File: src/deq_pkg.sv
// shared types and codes for the double-ended queue
`default_nettype none

package deq_pkg;

   // fixed field widths
   localparam int FUNC_W   = 3;
   localparam int VALUE_W  = 32;
   localparam int STATUS_W = 2;

   // request operation codes
   typedef enum logic [FUNC_W-1:0] {
      FN_PUSH_FRONT = 3'd0,
      FN_PUSH_BACK  = 3'd1,
      FN_POP_FRONT  = 3'd2,
      FN_POP_BACK   = 3'd3,
      FN_READ       = 3'd4,
      FN_WRITE      = 3'd5,
      FN_SEARCH     = 3'd6
   } func_type;

   // response status codes
   typedef enum logic [STATUS_W-1:0] {
      STAT_OK    = 2'd0,
      STAT_EMPTY = 2'd1,
      STAT_RANGE = 2'd2,
      STAT_FULL  = 2'd3
   } status_type;

   // sequencer states
   typedef enum logic [1:0] {
      S_IDLE,
      S_READ,
      S_SEARCH
   } state_type;

endpackage

`default_nettype wire

File: src/deq_ram.sv
// ring storage: one write port, one read port with registered read data
`default_nettype none

module deq_ram #(
   parameter int DEPTH  = 64,
   parameter int DATA_W = 32,
   localparam int AW    = $clog2(DEPTH)
) (
   input  wire logic              clock,
   input  wire logic              wr_en,
   input  wire logic [AW-1:0]     wr_addr,
   input  wire logic [DATA_W-1:0] wr_data,
   input  wire logic [AW-1:0]     rd_addr,
   output logic      [DATA_W-1:0] rd_data
);

   logic [DATA_W-1:0] mem [DEPTH];
   logic [DATA_W-1:0] rd_data_ff;

   // write port
   always_ff @(posedge clock) begin
      if (wr_en) begin
         mem[wr_addr] <= wr_data;
      end
   end

   // read port, registered read data
   always_ff @(posedge clock) begin
      rd_data_ff <= mem[rd_addr];
   end

   assign rd_data = rd_data_ff;

endmodule

`default_nettype wire

File: src/deque_with_index_and_search.sv
// Bounded double-ended queue of signed 32-bit values held as a ring in one
// synchronous memory, with a head slot and an entry count in registers. Each
// request transfer yields exactly one response transfer carrying status, data,
// found flag and the count after the request. Push, pop, write, the unused
// operation code, a read out of range and a search on an empty queue respond
// in the cycle after the request is taken; a valid read waits in S_READ for
// the registered memory read data; a search reads one stored entry per cycle
// from the front until it hits or has read every entry. The memory's single
// read port sets the search rate. One request is in work at a time; a new
// request is taken while the previous response still waits in the output
// register, as long as that response is being taken in the same cycle.
// Memory contents are not cleared at reset; only written entries are ever read.
`default_nettype none

module deque_with_index_and_search #(
   parameter int DEPTH          = 64,
   localparam int AW            = $clog2(DEPTH),
   localparam int CW            = $clog2(DEPTH + 1),
   localparam int REQ_BITS      = 35 + AW,
   localparam int REQ_TDATA_W   = ((REQ_BITS + 7) / 8) * 8,
   localparam int RSP_BITS      = 35 + CW,
   localparam int RSP_TDATA_W   = ((RSP_BITS + 7) / 8) * 8
) (
   input  wire logic                   clock,
   input  wire logic                   reset,
   // request channel
   input  wire logic                   req_tvalid,
   output logic                        req_tready,
   // func [2:0], value [34:3], position [35 +: AW], zero pad
   input  wire logic [REQ_TDATA_W-1:0] req_tdata,
   // response channel
   output logic                        rsp_tvalid,
   input  wire logic                   rsp_tready,
   // status [1:0], data [33:2], found [34], count [35 +: CW], zero pad
   output logic      [RSP_TDATA_W-1:0] rsp_tdata
);

   import deq_pkg::*;

   localparam logic [AW:0]   DEPTH_W    = (AW + 1)'(DEPTH);
   localparam logic [AW-1:0] LAST_SLOT  = AW'(DEPTH - 1);
   localparam logic [CW-1:0] FULL_COUNT = CW'(DEPTH);

   // ring slot of the entry at a given index from the front
   function automatic logic [AW-1:0] slot_of(input logic [AW-1:0] h,
                                             input logic [AW-1:0] i);
      logic [AW:0] sum;
      sum = {1'b0, h} + {1'b0, i};
      if (sum >= DEPTH_W) begin
         sum = sum - DEPTH_W;
      end
      return sum[AW-1:0];
   endfunction

   // request fields
   func_type                   req_func;
   logic signed [VALUE_W-1:0]  req_value;
   logic        [AW-1:0]       req_position;

   assign req_func     = func_type'(req_tdata[FUNC_W-1:0]);
   assign req_value    = req_tdata[FUNC_W +: VALUE_W];
   assign req_position = req_tdata[FUNC_W + VALUE_W +: AW];

   // state registers
   state_type                 state_ff, state_in;
   logic [AW-1:0]             head_ff, head_in;
   logic [CW-1:0]             count_ff, count_in;
   logic [CW-1:0]             idx_ff, idx_in;
   logic signed [VALUE_W-1:0] key_ff, key_in;

   // response register
   logic                      rsp_valid_ff, rsp_valid_in;
   status_type                rsp_status_ff, rsp_status_in;
   logic signed [VALUE_W-1:0] rsp_data_ff, rsp_data_in;
   logic                      rsp_found_ff, rsp_found_in;
   logic [CW-1:0]             rsp_count_ff, rsp_count_in;

   // memory port signals
   logic                      wr_en;
   logic [AW-1:0]             wr_addr;
   logic [VALUE_W-1:0]        wr_data;
   logic [AW-1:0]             rd_addr;
   logic [VALUE_W-1:0]        rd_data;

   // condition flags
   logic req_fire;
   logic q_full;
   logic q_empty;
   logic pos_bad;
   logic key_hit;
   logic walk_done;
   logic [AW-1:0] head_dec;
   logic [AW-1:0] head_inc;

   assign req_tready = (state_ff == S_IDLE) && (!rsp_valid_ff || rsp_tready);
   assign req_fire   = req_tvalid && req_tready;
   assign q_full     = (count_ff == FULL_COUNT);
   assign q_empty    = (count_ff == '0);
   assign pos_bad    = (CW'(req_position) >= count_ff);
   assign key_hit    = ($signed(rd_data) == key_ff);
   assign walk_done  = (idx_ff == count_ff);
   assign head_dec   = (head_ff == '0) ? LAST_SLOT : head_ff - AW'(1);
   assign head_inc   = (head_ff == LAST_SLOT) ? '0 : head_ff + AW'(1);

   deq_ram #(
      .DEPTH  (DEPTH),
      .DATA_W (VALUE_W)
   ) u_ram (
      .clock   (clock),
      .wr_en   (wr_en),
      .wr_addr (wr_addr),
      .wr_data (wr_data),
      .rd_addr (rd_addr),
      .rd_data (rd_data)
   );

   // next state
   always_comb begin
      state_in = state_ff;
      case (state_ff)
         S_IDLE: begin
            if (req_fire) begin
               if (req_func == FN_READ && !pos_bad) begin
                  state_in = S_READ;
               end else if (req_func == FN_SEARCH && !q_empty) begin
                  state_in = S_SEARCH;
               end
            end
         end
         S_READ: begin
            state_in = S_IDLE;
         end
         S_SEARCH: begin
            if (key_hit || walk_done) begin
               state_in = S_IDLE;
            end
         end
         default: begin
            state_in = S_IDLE;
         end
      endcase
   end

   // datapath, memory control and response load
   always_comb begin
      head_in       = head_ff;
      count_in      = count_ff;
      idx_in        = idx_ff;
      key_in        = key_ff;
      wr_en         = 1'b0;
      wr_addr       = slot_of(head_ff, req_position);
      wr_data       = req_value;
      rd_addr       = slot_of(head_ff, idx_ff[AW-1:0]);
      rsp_valid_in  = rsp_valid_ff && !rsp_tready;
      rsp_status_in = rsp_status_ff;
      rsp_data_in   = rsp_data_ff;
      rsp_found_in  = rsp_found_ff;
      rsp_count_in  = rsp_count_ff;

      case (state_ff)
         S_IDLE: begin
            if (req_fire) begin
               rsp_status_in = STAT_OK;
               rsp_data_in   = '0;
               rsp_found_in  = 1'b0;
               rsp_valid_in  = 1'b1;
               case (req_func)
                  FN_PUSH_FRONT: begin
                     if (q_full) begin
                        rsp_status_in = STAT_FULL;
                     end else begin
                        head_in  = head_dec;
                        wr_en    = 1'b1;
                        wr_addr  = head_dec;
                        count_in = count_ff + CW'(1);
                     end
                  end
                  FN_PUSH_BACK: begin
                     if (q_full) begin
                        rsp_status_in = STAT_FULL;
                     end else begin
                        wr_en    = 1'b1;
                        wr_addr  = slot_of(head_ff, count_ff[AW-1:0]);
                        count_in = count_ff + CW'(1);
                     end
                  end
                  FN_POP_FRONT: begin
                     if (q_empty) begin
                        rsp_status_in = STAT_EMPTY;
                     end else begin
                        head_in  = head_inc;
                        count_in = count_ff - CW'(1);
                     end
                  end
                  FN_POP_BACK: begin
                     if (q_empty) begin
                        rsp_status_in = STAT_EMPTY;
                     end else begin
                        count_in = count_ff - CW'(1);
                     end
                  end
                  FN_READ: begin
                     if (pos_bad) begin
                        rsp_status_in = STAT_RANGE;
                     end else begin
                        // data comes back next cycle
                        rd_addr      = slot_of(head_ff, req_position);
                        rsp_valid_in = 1'b0;
                     end
                  end
                  FN_WRITE: begin
                     if (q_empty) begin
                        rsp_status_in = STAT_EMPTY;
                     end else if (pos_bad) begin
                        rsp_status_in = STAT_RANGE;
                     end else begin
                        wr_en = 1'b1;
                     end
                  end
                  FN_SEARCH: begin
                     key_in = req_value;
                     if (!q_empty) begin
                        // start the walk at the front entry
                        rd_addr      = head_ff;
                        idx_in       = CW'(1);
                        rsp_valid_in = 1'b0;
                     end
                  end
                  default: begin
                  end
               endcase
               rsp_count_in = count_in;
            end
         end
         S_READ: begin
            rsp_valid_in  = 1'b1;
            rsp_status_in = STAT_OK;
            rsp_data_in   = $signed(rd_data);
            rsp_found_in  = 1'b0;
            rsp_count_in  = count_ff;
         end
         S_SEARCH: begin
            // rd_data holds the entry at index idx_ff - 1
            if (key_hit || walk_done) begin
               rsp_valid_in  = 1'b1;
               rsp_status_in = STAT_OK;
               rsp_data_in   = '0;
               rsp_found_in  = key_hit;
               rsp_count_in  = count_ff;
            end else begin
               idx_in = idx_ff + CW'(1);
            end
         end
         default: begin
         end
      endcase
   end

   // control registers
   always_ff @(posedge clock) begin
      if (reset) begin
         state_ff     <= S_IDLE;
         head_ff      <= '0;
         count_ff     <= '0;
         rsp_valid_ff <= 1'b0;
      end else begin
         state_ff     <= state_in;
         head_ff      <= head_in;
         count_ff     <= count_in;
         rsp_valid_ff <= rsp_valid_in;
      end
   end

   // payload registers
   always_ff @(posedge clock) begin
      idx_ff        <= idx_in;
      key_ff        <= key_in;
      rsp_status_ff <= rsp_status_in;
      rsp_data_ff   <= rsp_data_in;
      rsp_found_ff  <= rsp_found_in;
      rsp_count_ff  <= rsp_count_in;
   end

   // response channel
   assign rsp_tvalid = rsp_valid_ff;
   assign rsp_tdata  = RSP_TDATA_W'({rsp_count_ff, rsp_found_ff, rsp_data_ff, rsp_status_ff});

endmodule

`default_nettype wire

File: config.mk
export PLATFORM = sky130hd
export DESIGN_NAME = deque_with_index_and_search
export DESIGN_NICKNAME = d
export VERILOG_FILES = /design/src/deq_pkg.sv /design/src/deq_ram.sv /design/src/deque_with_index_and_search.sv
export SDC_FILE = /design/constraint.sdc
export NUM_CORES = 2
export LEC_CHECK = 0
export ABC_CLOCK_PERIOD_IN_PS = 10100
export BUFFER_PORTS_ARGS = -buffer_cell sky130_fd_sc_hd__buf_2
export CORE_ASPECT_RATIO = 2
export CORE_MARGIN = 2
export CORE_UTILIZATION = 40
export DETAILED_ROUTE_END_ITERATION = 8
export SYNTH_ARGS = -nofsm -noshare
export SYNTH_HDL_FRONTEND = slang
export SYNTH_SLANG_ARGS = --single-unit
File: constraint.sdc
create_clock -name clock -period 10.1 [get_ports clock]
set_clock_uncertainty 0.15 [all_clocks]
set_input_delay 0 -clock clock [delete_from_list [all_inputs] [get_ports clock]]
set_output_delay 0 -clock clock [all_outputs]
set_load 0.05 [all_outputs]
-- Word-level counts from Yosys, hierarchy flattened
Memory sizes are Yosys's and may differ from the RTL's. A register that Yosys moved wholly into a read port is not among the register bits.
Index checks and enable logic that the tools add are counted.
- eq/ne operators: 20
- reduce and logical (&&, ||, !) cells: 26
- $add $sub $neg: 11
- muxes and demuxes: 61
- magnitude comparators: 4
- operator list (kind ; number):
    32-bit case mux with 3 select lines ; 1
    6-bit 2-to-1 mux ; 15
    32-bit 2-to-1 mux ; 2
    7-bit 2-to-1 mux ; 8
    6-bit case mux with 2 select lines ; 3
    32-bit == test ; 1
    7-bit case mux with 2 select lines ; 2
    6-bit by 1-bit subtractor with 6-bit output (second input constant) ; 4
    6-bit by 6-bit adder with 7-bit output ; 3
    7-bit >= comparator (second input constant) ; 3
    7-bit case mux with 3 select lines ; 1
    2-bit 2-to-1 mux ; 8
    7-bit by 1-bit adder with 7-bit output (second input constant) ; 2
    1-bit 2-to-1 mux ; 14
    2-bit != test (second input constant) ; 6
    5-bit AND reduction ; 2
    3-bit == test (second input constant) ; 3
    3-bit AND reduction ; 3
    2-bit case mux with 4 select lines ; 1
    7-bit == test ; 1
    7-bit == test (second input constant) ; 1
    6-bit by 7-bit >= comparator with 1-bit output ; 1
    7-bit zero test ; 1
    7-bit by 1-bit subtractor with 7-bit output (second input constant) ; 1
    other kinds (22) ; 35
- memories: 1
- bits of input ports: 52
- memory bits (writable): 2048
- logic and storage cells: 133
- flip-flop bits (word level): 97
- memory list (memory ; words ; bits a word ; rd ports ; clocked after memory_dff ; wr ports ; RTL line ; RTL):
    u_ram.mem ; 64 ; 32 ; 1 ; 1 ; 1 ; deq_ram.sv:17 ; logic [DATA_W-1:0] mem [DEPTH];

-- Longest topological paths before layout
- word-level depth: 8
- gate-level depth with buffers: 18
- gate-level depth less buffers: 13

-- Hierarchy
A second synthesis with hierarchy kept.
- cell total of the unflattened synthesis: 4055
- area, all modules: 84780.1 um^2
- modules (own cells, without submodules) (module ; sequential area each (um^2) ; cells each ; times used ; area an instance (um^2)):
    deq_ram ; 62139.6 ; 3504 ; 1 ; 78948.2
    deque_with_index_and_search ; 2752.6 ; 551 ; 1 ; 5831.8

-- Worst setup path before layout
No wires, ideal clock.
- path type: register to register
- from: register count_ff[4]
- to: memory u_ram.mem[44][0], enable pin
- arrival time: 3.826 ns
- path slack: 5.703 ns
- clock period less this slack: 4.397 ns
- path buffers: 1
- library setup time: 0.421 ns
- stages on the path, launching flop included: 11
- path through: dfxtp_1 -> clkbuf_1 -> inv_1 -> ha_1 -> a211oi_1 -> nor3_1 -> a211o_1 -> o41a_1 -> nor2b_1 -> nand2_1 -> nor2_1
- cells in the longest elaborated chain, start to end: 8
- elaborated cells on any way between the ends: 20
- classes of those cells: 2 x add/sub; 2 x order compare; 1 x eq/ne; 14 x mux; 1 x reduce/logical
- RTL lines (what ; RTL line ; RTL):
    start: declaration ; deque_with_index_and_search.sv:67 ; logic [CW-1:0] count_ff, count_in;
    start signal: assignment ; deque_with_index_and_search.sv:269 ; count_ff <= count_in;
    branches (longest 8 deep; another with 6-bit by 6-bit adder with 7-bit output) ; - ;
    end: declaration ; deq_ram.sv:17 ;
Several ways; the timed one is not identified.

-- Worst setup path after layout
- from: register count_ff[1]
- to: register u_ram.rd_data_ff[29] (netlist: u_ram.rd_data[29]) (read register of u_ram.mem)
- cells in the longest elaborated chain, start to end: 5
- elaborated cells on any way between the ends: 7
- classes of those cells: 1 x order compare; 5 x mux; 1 x reduce/logical
- RTL lines (what ; RTL line ; RTL):
    6-bit by 7-bit >= comparator with 1-bit output / 7-bit zero test (equally long branches) ; deque_with_index_and_search.sv:99, deque_with_index_and_search.sv:98 ;
    6-bit 2-to-1 mux, on equally long branches ; deque_with_index_and_search.sv:203, deque_with_index_and_search.sv:222 ;
    6-bit case mux with 2 select lines * ; deque_with_index_and_search.sv:167 ; case (req_func)
    6-bit 2-to-1 mux * ; deque_with_index_and_search.sv:162 ; if (req_fire) begin
    6-bit 2-to-1 mux * ; deque_with_index_and_search.sv:160 ; case (state_ff)
    end: declaration ; deq_ram.sv:18 ; logic [DATA_W-1:0] rd_data_ff;
Mark *: on every way between the ends. The rest lies on a longest branch, timed or not.
A chain may end at the register's enable or synchronous reset.

==> results.tsv <==
stage	metric	value	unit
outcome	status	completed	
cells_and_area	synthToLayoutAreaGrowth	11.9	%
synth	syn_inst	5870	
critical_path	slowest_delay	0.78	ns
clock_tree	cts_tree	yes	
clock_tree	clock_sinks	2177	
synth	ys_seq_area_share	75.0	%
sta	setup_ws	3.52	ns
cells_and_area	drive_above_1_share	10.3	%
placement	io_buffer_count	88	
sta	slew_violations	0	
sta	hold_slack	0.0751	ns
critical_path	required	10.64	ns
synth	ys.warnings.count	0	
sta	timing.final.crit_share	65.2	%
critical_path	crit_path_end_kind	flop	
critical_path	crit_slowest_cell	nor4_1	
power_and_ir_drop	netSwitchingFraction	28.5	%
critical_path	cp_num_buf_inv	4	
global_routing	globalRouteOverflowTotal	0	
critical_path	worstPathCellList	inv_1 > ha_1 > a211o_1 > dlygate4sd3_1 > a211oi_2 > nand4_1 > and3_4 > buf_4 > nand2_4 > buf_4 > a21oi_1 > nor4_1 > or3_1 > a2111oi_2	
cells_and_area	nets	6072	
synth	yosysTopAreaCellShare	73.9	%
route	post-route-drc-count	0	
placement	dp_cells	8549	
synth	ys.flop_type	edfxtp_1	
synth	ys_top_cells_by_area	edfxtp_1, mux2i_1, nand2_1	
floorplan	fp.dieH	662	um
power_and_ir_drop	peakVddDrop	0.131	mV
sta	hold_viol_final	0	
global_routing	grt_max_degree	156	
sta	worst_pin_slew	1.34	ns
placement	gp_congestion	0.886	
power_and_ir_drop	p_leak	32.3	nW
worst_hold_path	min_path_type	primary input to flop	
sta	clock.fmax	0.152	GHz
route	ant_nets	0	
global_routing	antenna_found_initial	11	
power_and_ir_drop	clkPwrFrac	33.3	%
critical_path	cp-start-kind	flop	
synth	synthArstFlopShare	0	%
placement	place_hpwl	149000	um
clock_tree	clk_pin_slew	0.08	ns
job	maxCapViolations	0	
synth	synth_edf_count	2129	
critical_path	crit_path_max_fanout	45	
sta	grt_setup_unrepaired	false	
critical_path	worstPathArrival	7.12	ns
cells_and_area	stdcell_area	0.0969	mm^2
global_routing	grt_pass1_vias	51300	
cells_and_area	final_cell_mix	edfxtp_1, nand2_1, mux2i_1	
sta	setup_tns	0	ns
clock_tree	cts_buffer_depth	4	
floorplan	fp.coreArea	0.215	mm^2
sta	slew_headroom	9.90	%
global_routing	grt_pass1_wl	355000	um
synth	ys_types	77	
placement	place_ws	3.76	ns
floorplan	num_rows	241	
sta	setup_violations	0	
clock_tree	cts_made_buffers	179	
route	viasPerCell	5.80	
synth	yosysTopAreaCell	edfxtp_1	
floorplan	io_pins	102	
route	dr.pass1.iters	5	
route	routedWlPerCell	28.1	um
route	drtIter0Drc	4518	
power_and_ir_drop	pwr_density_cell	214	mW/mm^2
synth	ys_ff_latch	2177	
clock_tree	clk_latency	0.83	ns
floorplan	initial_core_util	40.2	%
placement	place_area	0.0907	mm^2
synth	syn_area	0.0866	mm^2
floorplan	die_x	333	um
power_and_ir_drop	combPwrFrac	17.2	%
critical_path	cp_top_family	simple AND/OR/NAND/NOR gates	
cells_and_area	final_cells	8925	
route	vias	51700	
power_and_ir_drop	switching_power	5.92	mW
synth	avgSynthCellArea	14.7	um^2
global_routing	gr-usage-all-layers	22.2	%
clock_tree	root_buffer	clkbuf_16	
critical_path	cp_common_cell	buf_4	
clock_tree	cts_max_level	4	
route	wl	250000	um
power_and_ir_drop	internal-power	14.8	mW
cells_and_area	final_common_cell	edfxtp_1	
floorplan	fp.dieArea	0.220	mm^2
power_and_ir_drop	power_frac_seq	49.5	%
sta	min_period	6.58	ns
critical_path	critPathKind	flop to flop	
## sequential cells by signal (all words and copies together) (netlist names)
name	count
count_ff	7
head_ff	6
idx_ff	7
key_ff	32
rsp_count_ff	7
rsp_data_ff	32
rsp_found_ff	1
rsp_status_ff	2
rsp_tvalid	1
state_ff	2
u_ram.mem	2048
u_ram.rd_data	32
## per-layer routing
metal / up-vias / global-route usage [%] / part of all wire (%)
met4: 2 / 12.1 / 5.9
met1: 26400 / 24.0 / 35
met5: - / 0 / 0.0052
met3: 615 / 2.40 / 5.5
li1: 22600 / - / -
met2: 2117 / 42.0 / 54
## what timing repair did
item                      4_1_cts  5_1_grt
hold buffers                   49        0
hold endpoints to repair     2112        0
gates resized for setup         0        0
buffers inserted                0        0
## worst paths after layout
| check | startpoint | endpoint | slack, ns | cells past startpoint |
|---|---|---|---|---|
| setup / recovery | count_ff[1] | u_ram.rd_data[29] | 3.52 | 14 |
| hold / removal | req_tdata[40] | rsp_status_ff[1] | 0.08 | 7 |
| setup reg to reg | count_ff[1] | u_ram.rd_data[29] | 3.52 | 14 |
| hold reg to reg | state_ff[1] | state_ff[1] | 0.38 | 2 |
## final cells by class
cell class,count,area (um^2)
multi-input combinational,3311,20500
antenna,9,22.5
sequential,2177,64900
clock buffer,237,4910
tap,2794,3500
inverter,20,75.1
clock inverter,81,742
fill,18800,118000
timing repair buffer,296,2250
## worst register-to-register path, stage by stage (launching register included)
cell and delay, ns:
dfxtp_1 0.56, inv_1 0.19, ha_1 0.31, a211o_1 0.27, dlygate4sd3_1 0.60, a211oi_2 0.61, nand4_1 0.36, and3_4 0.45
buf_4 0.40, nand2_4 0.42, buf_4 0.70, a21oi_1 0.24, nor4_1 0.78, or3_1 0.34, a2111oi_2 0.10
## stage by stage
stage	util [%]	power [mW]
floorplan	-	12.5
global route	45.0	21.3
global placement	42.1	13.9
CTS	45.0	20.8
finish	45.0	20.8
detailed placement	42.1	14.0
## power groups by stage
stage	clock network (mW)	logic, mW	registers (mW)
finish	6.91	3.56	10.3
global route	7.29	3.75	10.3
CTS	6.99	3.55	10.3
detailed placement	0	3.52	10.5
global placement	0	3.48	10.5
floorplan	0	1.98	10.5
## Yosys cell counts, types with 42 or more instances
cell type / count
a211oi_1: 119
a21oi_1: 223
a31oi_1: 85
a32oi_1: 52
and2_1: 46
and3_1: 73
buf_2: 178
clkbuf_1: 111
dfxtp_1: 48
edfxtp_1: 2129
mux2i_1: 439
nand2_1: 1153
nand3_1: 297
nor2_1: 137
nor4_1: 73
o22ai_1: 118
xor2_1: 42
## cells by family after synthesis
logic type / count (synthesis) / share of synthesized area, %
xor+xnor: 64 / 0.648
compound gates: 843 / 6.80
mux: 450 / 5.23
flops: 2177 / 75.0
other cells: 1 / 0.00433
fa+ha+maj: 35 / 0.532
buf+inv: 387 / 2.17
simple gates: 1913 / 9.66
(Power assumes the default switching activity.)
